`config.mk`:
```
export PLATFORM = sky130hd
export DESIGN_NAME = sha256_byte_stream_hasher
export DESIGN_NICKNAME = d
export VERILOG_FILES = /design/src/sha256_pkg.sv /design/src/sha256_byte_stream_hasher.sv
export SDC_FILE = /design/constraint.sdc
export NUM_CORES = 2
export LEC_CHECK = 0
export BUFFER_PORTS_ARGS = -buffer_cell sky130_fd_sc_hd__buf_2
export CAP_MARGIN = 20
export CORE_MARGIN = 8
export CORE_UTILIZATION = 59
export CTS_CLUSTER_DIAMETER = 100
export DETAILED_ROUTE_END_ITERATION = 8
export PLACE_DENSITY = 0.72
export RECOVER_POWER = 50
export SLEW_MARGIN = 20
export SYNTH_ARGS = -nofsm -noshare
export SYNTH_HDL_FRONTEND = slang
export SYNTH_SLANG_ARGS = --single-unit
```
`constraint.sdc`:
```
create_clock -name clk -period 21.6 [get_ports clk]
set_input_delay 2.16 -clock clk [delete_from_list [all_inputs] [get_ports clk]]
set_output_delay 2.16 -clock clk [all_outputs]
set_load 0.02 [all_outputs]
```
`src/sha256_pkg.sv`:
```
// Package with SHA-256 constants, round functions and sequencer state type.
package sha256_pkg;

  localparam int unsigned ByteW = 8;
  localparam int unsigned WordW = 32;
  localparam int unsigned CountW = 61;
  localparam int unsigned BlockBytes = 64;
  localparam int unsigned Rounds = 64;
  localparam int unsigned DigestWords = 8;
  localparam logic [ByteW-1:0] PadByte = 8'h80;
  localparam int unsigned LenOffset = 56;

  typedef logic [WordW-1:0] word_t;

  typedef enum logic [5:0] {
    ST_IDLE  = 6'b000001,
    ST_PAD   = 6'b000010,
    ST_LOAD  = 6'b000100,
    ST_ROUND = 6'b001000,
    ST_ADD   = 6'b010000,
    ST_OUT   = 6'b100000
  } state_t;

  function automatic word_t round_k(input logic [5:0] idx);
    word_t k;
    case (idx)
      6'd0: k = 32'h428a2f98; 6'd1: k = 32'h71374491; 6'd2: k = 32'hb5c0fbcf;
      6'd3: k = 32'he9b5dba5; 6'd4: k = 32'h3956c25b; 6'd5: k = 32'h59f111f1;
      6'd6: k = 32'h923f82a4; 6'd7: k = 32'hab1c5ed5; 6'd8: k = 32'hd807aa98;
      6'd9: k = 32'h12835b01; 6'd10: k = 32'h243185be; 6'd11: k = 32'h550c7dc3;
      6'd12: k = 32'h72be5d74; 6'd13: k = 32'h80deb1fe; 6'd14: k = 32'h9bdc06a7;
      6'd15: k = 32'hc19bf174; 6'd16: k = 32'he49b69c1; 6'd17: k = 32'hefbe4786;
      6'd18: k = 32'h0fc19dc6; 6'd19: k = 32'h240ca1cc; 6'd20: k = 32'h2de92c6f;
      6'd21: k = 32'h4a7484aa; 6'd22: k = 32'h5cb0a9dc; 6'd23: k = 32'h76f988da;
      6'd24: k = 32'h983e5152; 6'd25: k = 32'ha831c66d; 6'd26: k = 32'hb00327c8;
      6'd27: k = 32'hbf597fc7; 6'd28: k = 32'hc6e00bf3; 6'd29: k = 32'hd5a79147;
      6'd30: k = 32'h06ca6351; 6'd31: k = 32'h14292967; 6'd32: k = 32'h27b70a85;
      6'd33: k = 32'h2e1b2138; 6'd34: k = 32'h4d2c6dfc; 6'd35: k = 32'h53380d13;
      6'd36: k = 32'h650a7354; 6'd37: k = 32'h766a0abb; 6'd38: k = 32'h81c2c92e;
      6'd39: k = 32'h92722c85; 6'd40: k = 32'ha2bfe8a1; 6'd41: k = 32'ha81a664b;
      6'd42: k = 32'hc24b8b70; 6'd43: k = 32'hc76c51a3; 6'd44: k = 32'hd192e819;
      6'd45: k = 32'hd6990624; 6'd46: k = 32'hf40e3585; 6'd47: k = 32'h106aa070;
      6'd48: k = 32'h19a4c116; 6'd49: k = 32'h1e376c08; 6'd50: k = 32'h2748774c;
      6'd51: k = 32'h34b0bcb5; 6'd52: k = 32'h391c0cb3; 6'd53: k = 32'h4ed8aa4a;
      6'd54: k = 32'h5b9cca4f; 6'd55: k = 32'h682e6ff3; 6'd56: k = 32'h748f82ee;
      6'd57: k = 32'h78a5636f; 6'd58: k = 32'h84c87814; 6'd59: k = 32'h8cc70208;
      6'd60: k = 32'h90befffa; 6'd61: k = 32'ha4506ceb; 6'd62: k = 32'hbef9a3f7;
      default: k = 32'hc67178f2;
    endcase
    return k;
  endfunction

  function automatic word_t initial_h(input logic [2:0] idx);
    word_t h;
    case (idx)
      3'd0: h = 32'h6a09e667; 3'd1: h = 32'hbb67ae85; 3'd2: h = 32'h3c6ef372;
      3'd3: h = 32'ha54ff53a; 3'd4: h = 32'h510e527f; 3'd5: h = 32'h9b05688c;
      3'd6: h = 32'h1f83d9ab;
      default: h = 32'h5be0cd19;
    endcase
    return h;
  endfunction

  function automatic word_t ror(input word_t x, input int unsigned n);
    return (x >> n) | (x << (WordW - n));
  endfunction

endpackage

```
`src/sha256_byte_stream_hasher.sv`:
```
// SHA-256 byte-stream hasher with one shared round unit and a 16-word schedule window.
// A byte that does not fill a block is taken in the idle state; a block-filling byte is followed
// by the load, round and add states; the end item pads one byte per cycle, compresses one or two
// blocks, then presents eight digest items, one per cycle while tready is high.
// Input is held off by the single round unit: s_tready is low while a 64-byte block is compressed.
// Synchronous reset restores the initial hash values and a zero byte count.
module sha256_byte_stream_hasher (
  input  logic        clk,
  input  logic        rst,
  input  logic        s_tvalid,
  output logic        s_tready,
  input  logic [7:0]  s_tdata,  // data_byte[7:0]
  input  logic        s_tuser,  // byte_present
  input  logic        s_tlast,
  output logic        m_tvalid,
  input  logic        m_tready,
  output logic [39:0] m_tdata,  // digest_word[31:0], word_index[34:32], zero fill
  output logic        m_tlast
);
  import sha256_pkg::*;

  state_t state;
  word_t chain [DigestWords];
  word_t v [DigestWords];
  word_t w [16];
  logic [CountW-1:0] count;
  logic [CountW+2:0] bit_len;
  logic pad_started;
  logic len_ok;
  logic len_done;
  logic [5:0] round;
  logic [2:0] out_idx;
  logic closing;

  logic [5:0] fill;
  logic [2:0] len_sel;
  logic [ByteW-1:0] pad_byte;
  word_t w_new, t1, t2, s0, s1;

  assign fill = count[5:0];
  assign len_sel = ~fill[2:0];
  assign s_tready = (state == ST_IDLE);
  assign m_tvalid = (state == ST_OUT);
  assign m_tdata = {5'd0, out_idx, chain[out_idx]};
  assign m_tlast = (out_idx == 3'd7);

  always_comb begin
    if (!pad_started) pad_byte = PadByte;
    else if (len_ok && fill >= 6'(LenOffset)) pad_byte = bit_len[{len_sel, 3'b000} +: ByteW];
    else pad_byte = '0;
  end

  always_comb begin
    s0 = ror(w[1], 7) ^ ror(w[1], 18) ^ (w[1] >> 3);
    s1 = ror(w[14], 17) ^ ror(w[14], 19) ^ (w[14] >> 10);
    w_new = w[0] + s0 + w[9] + s1;
    t1 = v[7] + (ror(v[4], 6) ^ ror(v[4], 11) ^ ror(v[4], 25)) +
         ((v[4] & v[5]) ^ (~v[4] & v[6])) + round_k(round) + w[0];
    t2 = (ror(v[0], 2) ^ ror(v[0], 13) ^ ror(v[0], 22)) +
         ((v[0] & v[1]) ^ (v[0] & v[2]) ^ (v[1] & v[2]));
  end

  always_ff @(posedge clk) begin
    if (rst) begin
      state <= ST_IDLE;
      count <= '0;
      closing <= 1'b0;
      pad_started <= 1'b0;
      len_ok <= 1'b0;
      len_done <= 1'b0;
      round <= '0;
      out_idx <= '0;
      for (int i = 0; i < DigestWords; i++) chain[i] <= initial_h(3'(i));
    end else begin
      case (state)
        ST_IDLE: begin
          if (s_tvalid) begin
            closing <= s_tlast;
            bit_len <= {count + CountW'(s_tuser), 3'b000};
            pad_started <= 1'b0;
            len_ok <= 1'b0;
            len_done <= 1'b0;
            if (s_tuser) begin
              for (int i = 0; i < 15; i++) w[i] <= {w[i][23:0], w[i+1][31:24]};
              w[15] <= {w[15][23:0], s_tdata};
              count <= count + CountW'(1);
              if (fill == 6'd63) state <= ST_LOAD;
              else if (s_tlast) state <= ST_PAD;
            end else if (s_tlast) begin
              state <= ST_PAD;
            end
          end
        end
        ST_PAD: begin
          for (int i = 0; i < 15; i++) w[i] <= {w[i][23:0], w[i+1][31:24]};
          w[15] <= {w[15][23:0], pad_byte};
          if (!pad_started) begin
            pad_started <= 1'b1;
            len_ok <= (fill < 6'(LenOffset));
          end
          count <= count + CountW'(1);
          if (fill == 6'd63) begin
            state <= ST_LOAD;
            if (pad_started && len_ok) len_done <= 1'b1;
          end
        end
        ST_LOAD: begin
          for (int i = 0; i < DigestWords; i++) v[i] <= chain[i];
          round <= '0;
          state <= ST_ROUND;
        end
        ST_ROUND: begin
          for (int i = 0; i < 15; i++) w[i] <= w[i+1];
          w[15] <= w_new;
          v[7] <= v[6]; v[6] <= v[5]; v[5] <= v[4]; v[4] <= v[3] + t1;
          v[3] <= v[2]; v[2] <= v[1]; v[1] <= v[0]; v[0] <= t1 + t2;
          round <= round + 6'd1;
          if (round == 6'(Rounds - 1)) state <= ST_ADD;
        end
        ST_ADD: begin
          for (int i = 0; i < DigestWords; i++) chain[i] <= chain[i] + v[i];
          if (!closing) begin
            state <= ST_IDLE;
          end else if (len_done) begin
            out_idx <= '0;
            state <= ST_OUT;
          end else begin
            len_ok <= 1'b1;
            state <= ST_PAD;
          end
        end
        ST_OUT: begin
          if (m_tready) begin
            out_idx <= out_idx + 3'd1;
            if (out_idx == 3'd7) begin
              for (int i = 0; i < DigestWords; i++) chain[i] <= initial_h(3'(i));
              count <= '0;
              closing <= 1'b0;
              state <= ST_IDLE;
            end
          end
        end
        default: state <= ST_IDLE;
      endcase
    end
  end

  a_out_idle: assert property (@(posedge clk) disable iff (rst)
    m_tvalid |-> !s_tready) else $error("digest item shown while taking input");
  a_last_wrap: assert property (@(posedge clk) disable iff (rst)
    (m_tvalid && m_tready && m_tlast) |=> s_tready) else $error("no return to idle");
  a_hold: assert property (@(posedge clk) disable iff (rst)
    (m_tvalid && !m_tready) |=> $stable(out_idx)) else $error("digest index moved");

endmodule
```
# Yosys cells after proc, flatten, opt, wreduce, memory -nomap -nowiden
# Memory sizes are Yosys's and may differ from the RTL's. A register that Yosys moved wholly into a read port is not among the register bits.
# Index checks and enable logic that the tools add are counted.
word_totals:
  regBits: 141
  latch_bits: 0
  mem_bits_rw: 1024
  romBits: 2048
  in_bits: 14
  output_inout_bits: 43
  word_cells: 319
  n_memories: 4
mem_list:
  columns: ["name", "words", "width", "read_ports", "rd_clocked_by_memory_dff", "wr", "line_no", "source"]
  rows:
  - ["(no name shown)", 64, 32, 1, 1, 0, "sha256_pkg.sv:26", "case (idx)"]
  - ["w", 16, 32, 16, 0, 16, "sha256_byte_stream_hasher.sv:25", "word_t w [16];"]
  - ["chain", 8, 32, 9, 1, 8, "sha256_byte_stream_hasher.sv:23", "word_t chain [DigestWords];"]
  - ["v", 8, 32, 8, 0, 8, "sha256_byte_stream_hasher.sv:24", "word_t v [DigestWords];"]
op_classes:
  addsub: 22
  n_mul: 0
  n_div: 0
  order_cmp: 2
  n_eq_ne: 20
  shifts: 1
  n_mux: 160
  bitwise_logic: 85
  reduce_logical: 16
ops:
  columns: ["cell", "n"]
  rows:
  - ["32-bit 2-to-1 mux", 96]
  - ["32-bit adder", 18]
  - ["32-bit XOR", 9]
  - ["61-bit 2-to-1 mux", 4]
  - ["61-bit one-hot mux with 3 select lines", 1]
  - ["32-bit AND", 5]
  - ["6-bit 2-to-1 mux", 12]
  - ["64-bit by 7-bit indexed part select with 8-bit output", 1]
  - ["61-bit by 1-bit adder with 61-bit output", 1]
  - ["61-bit by 1-bit adder with 61-bit output (second input constant)", 1]
  - ["1-bit bitwise OR", 56]
  - ["6-bit one-hot mux with 6 select lines", 1]
  - ["1-bit 2-to-1 mux", 33]
  - ["32-bit inverter", 1]
  - ["10-bit by 32-bit bitwise OR with 32-bit output", 1]
  - ["13-bit by 32-bit bitwise OR with 32-bit output", 1]
  - ["14-bit by 32-bit bitwise OR with 32-bit output", 1]
  - ["15-bit by 32-bit bitwise OR with 32-bit output", 1]
  - ["19-bit by 32-bit bitwise OR with 32-bit output", 1]
  - ["21-bit by 32-bit bitwise OR with 32-bit output", 1]
  - ["25-bit by 32-bit bitwise OR with 32-bit output", 1]
  - ["26-bit by 32-bit bitwise OR with 32-bit output", 1]
  - ["30-bit by 32-bit bitwise OR with 32-bit output", 1]
  - ["7-bit by 32-bit bitwise OR with 32-bit output", 1]
  - ["30 further kinds", 57]

# Logic depth before layout (Yosys ltp)
# An unclocked memory read counts as a cell.
logic_depth:
  ltp_word: 10
  mapped_depth: 35
  ltp_nobuf: 34

# Least setup slack after synthesis
# OpenSTA, ideal clock, no wires.
synth_path:
  path_type: "input to register"
  from: "input rst"
  to: "memory w[0][100] (netlist bit), enable pin"
  setup_ps: 1119
  arrival_time_ps: 18375
  required_ps: 20481
  slack_ps: 2106
  cell_stages: 4
  n_path_buf: 3
  path_cell_list: "clkbuf_1 -> clkbuf_1 -> clkbuf_1 -> o21ai_0"
synth_rtl:
  columns: ["item", "line_no", "source"]
  rows:
  - ["start, declared", "sha256_byte_stream_hasher.sv:9", "input logic rst,"]
  - ["end, declared", "sha256_byte_stream_hasher.sv:25", null]

==> qor.txt <==
==================================================================================
Die Footprint                                                          145000 um^2
Number of cells upsized or downsized after cts                                   0
Largest net degree at the start of global routing                              231
Number of hold buffers added after CTS                                           0
Yosys top cell by area                                                    edfxtp_1
Clk Latency, worst-skew pair                                               0.77 ns
Post-placement worst setup slack                                          12.51 ns
Max Clock Freq                                                            74.1 MHz
Class of the tightest hold or removal check                             reg -> reg
Overall routed net length                                                   236 mm
Most used cell, CP                                                        clkbuf_1
GR Layer Usage met2                                                          0.451
Average cell area after synthesis                                        9.22 um^2
Number of global-route vias before repair                                    58900
Total gr overflow                                                                0
Critical path origin                                                           rst
Clock tree from TritonCTS                                                     done
H-tree levels                                                                    4
Final Net Count                                                               8891
Total placed cells including tap cells                                        9902
Core ar.                                                               132000 um^2
Type of element capturing the critical path                              flip-flop
Number of flip-flops and latches in the synthesized netlist                   1200
Worst Max-Slew Pin Slew                                                    9.58 ns
Final worst path period share                                                0.625
Hold worst-path end                                                   chain[7][29]
Initial cell density of the core                                             0.596
Highest net fanout along the worst path                                        230
GR Util All Layers                                                           0.315
Maximum single-stage delay on the critical path                            6.53 ns
Average wire per cell in the routed design                                 23.2 um
Busiest grt layer                                                             met1
First drt pass iteration count                                                   6
Die height                                                                  381 um
Final total negative setup slack                                              0 ns
Worst Clk Skew                                                           0.0310 ns
Worst setup slack after layout                                             8.11 ns
Leading cell type in the layout, fill and taps excluded                    nand2_1
Top_reg_cell synth                                                        edfxtp_1
Post-synth design cell area                                             78400 um^2
Setup repair after global routing missed its margin                             no
Die Span X                                                                  381 um
Hold Path Stages                                                                 2
Number of setup buffers added after CTS                                          0
Launching point of the worst reg2reg path                                 state[2]
Number of instances in the synthesized netlist                                8501
Buffer levels on the longest clock path                                          3
Via density per instance                                                      6.20
Reported leakage power                                                     33.9 nW
Global routing usage on met1                                                 0.475
Share of layout cells above drive strength 1                                0.0551
Status                                                                complete, but fails checks
Number of I/O port buffers                                                      51
Crit path kind                                                           in -> reg
Count of distinct cell types in the synthesized netlist                         92
Antenna violations before repair                                                 8
Total of max-cap violations                                                     30
Maximum vdd ir drop                                                      0.0789 mV
Root buffer selected by CTS                                              clkbuf_16
Arrival time of the worst setup path                                      14.10 ns
Wire length of the first global-routing pass                                358 mm
Met3 Use GR                                                                 0.0669
Tmin final                                                                13.49 ns
Number of enable flip-flop cells after synthesis                               957
Headroom to the max-slew limit                                               -5.39
Count of final hold-check violations                                             0
Required time of the worst setup path                                     22.20 ns
I/O Pins                                                                        57
Placement Rows                                                                 133
Inserted Clock Buffers                                                         138
Beginning of the worst hold path                                      chain[7][29]
Type of element launching the critical path                           primary input
Remaining number of nets flagged by the antenna check after routing              0
DRC viols                                                                        0
Clock Pin Slew Worst Setup and Hold Paths                                  0.06 ns
Area overhead of the layout relative to synthesis                            6.81%
Placer congestion estimate                                                   0.987
Share of the yosys chip area belonging to registers                          0.429
CP cell instances                                                     clkbuf_1, nor2_4, buf_4, clkbuf_1, clkbuf_1, nand2_1, nand2_1
Number of DRC violations after detailed-routing iteration 0                   8078
Worst reg2reg path depth                                                         8
Sink count of the clock tree                                                  1200
HPWL after DPL                                                              171 mm
Setup-violating endpoint count in the final report                               0
Filler instances                                                             10900
Yosys top cell area share                                                    0.367
Power density of the placed cells                                     68.6 nW/um^2
End of the worst register-to-register path                                w[0][82]
Area contributors post-synth                                          edfxtp_1 (37%), nand2_1 (12%), ha_1 (6.3%), dfxtp_1 (6.2%), fa_1 (5.0%)
Most used cells in the layout excluding fill and tap cells            nand2_1 (2558), edfxtp_1 (957), xnor2_1 (422), o21ai_0 (418), a21oi_1 (399)
Failing checks                                                        max-capacitance violations, max-slew violations
Number of vias in the routed layout                                          62900
Fraction of registers with async set or reset after synthesis                    0
Setup slack on the worst flop-to-flop path                                 9.06 ns
Final number of max-transition violations                                     2021
Critical path's slowest cell                                              clkbuf_1
Synth warn                                                                       0
Non-filler instance count after layout                                       10200
==================================================================================
## final cells by class
| cell class | instances | area, um^2 | share of cell area |
|---|---|---|---|
| timing repair buffer | 122 | 694 | 0.00829 |
| multi-input combinational | 6520 | 41900 | 0.500 |
| antenna | 4 | 10.0 | 0.000120 |
| clock inverter | 66 | 465 | 0.00556 |
| clock buffer | 183 | 3730 | 0.0446 |
| sequential | 1200 | 33600 | 0.401 |
| inverter | 305 | 1150 | 0.0137 |
| tap | 1755 | 2200 | 0.0262 |
## per-layer routing
metal  vias up  part of all wire
li1      28900                 -
met1     30600              0.44
met2      2970              0.42
met3       483              0.11
met4         2             0.035
met5         -          0.000055
## how the worst max path moves through the flow
stage	to	slack (ns)	cells past startpoint
detailed placement	v[0][31]	12.51	32
global placement	v[0][31]	12.51	32
global route	w[0][82]	6.92	7
CTS	v[0][31]	12.47	32
floorplan	w[0][100]	2.11	4
finish	w[0][82]	8.11	7
## worst max-delay path: cells and delay by family
family        cells  cell delay (ns)
buf+inv           4            10.78
simple gates      3             0.72
## where the power goes
| group | switching [mW] | leakage (nW) | total (mW) | internal (mW) |
|---|---|---|---|---|
| Clock | 0.972 | 2.06 | 2.24 | 1.27 |
| Combinational | 0.548 | 21.2 | 0.902 | 0.354 |
| Sequential | 0.0528 | 10.6 | 2.61 | 2.55 |
| Total | 1.57 | 33.9 | 5.74 | 4.17 |
## state kept, by name, indices dropped and copies added, names as in the netlist, named ones only
| signal | flops |
|---|---|
| count | 61 |
| out_idx | 3 |
| len_done | 1 |
| state | 6 |
| w | 512 |
| len_ok | 1 |
| round | 6 |
| pad_started | 1 |
| chain | 256 |
| bit_len | 61 |
| closing | 1 |
| v | 256 |
## cells by family (layout without fill, tap and decap cells)
kind of cell	count (synthesis)	in the layout	share of synthesized area
AND/OR/NAND/NOR	3549	3549	0.187
XOR/XNOR	667	667	0.0745
AO/OA/AOI/OAI	1542	1542	0.124
flip-flops	1200	1200	0.429
other	1	9	0.0000478
buffers and inverters	785	676	0.0383
multiplexers	163	163	0.0343
adder cells (fa/ha/maj)	594	594	0.113
## synth_stat cells, types with 22 or more instances
cell type,number
ha_1,395
nand2b_1,74
mux4_2,78
and3_1,49
fa_1,195
nor2_1,397
mux2_2,63
o21bai_1,53
nand3_1,126
and2_1,26
nor2b_1,44
a31oi_1,40
o21a_1,47
dfxtp_1,243
a21o_1,210
edfxtp_1,957
buf_1,35
clkbuf_1,427
mux2i_1,22
a21oi_1,400
o21ai_0,420
xnor2_1,422
nor3_1,101
inv_1,301
xor2_1,245
or3_1,33
o211ai_1,52
o22ai_1,28
nand4_1,45
a211oi_1,51
o31ai_1,37
nand2_1,2558
## per-stage QoR
stage	cell area, um^2	util	power, mW	hold slack, ns
2_1_floorplan	78400	-	3.31	0.457
4_1_cts	83900	0.638	5.76	0.494
6_report	83700	0.636	5.74	0.496
5_1_grt	83700	0.636	5.94	0.525
3_3_place_gp	79700	0.606	3.52	0.473
3_5_place_dp	79700	0.606	3.53	0.487
Note: power is estimated with default switching activity, not from simulation.
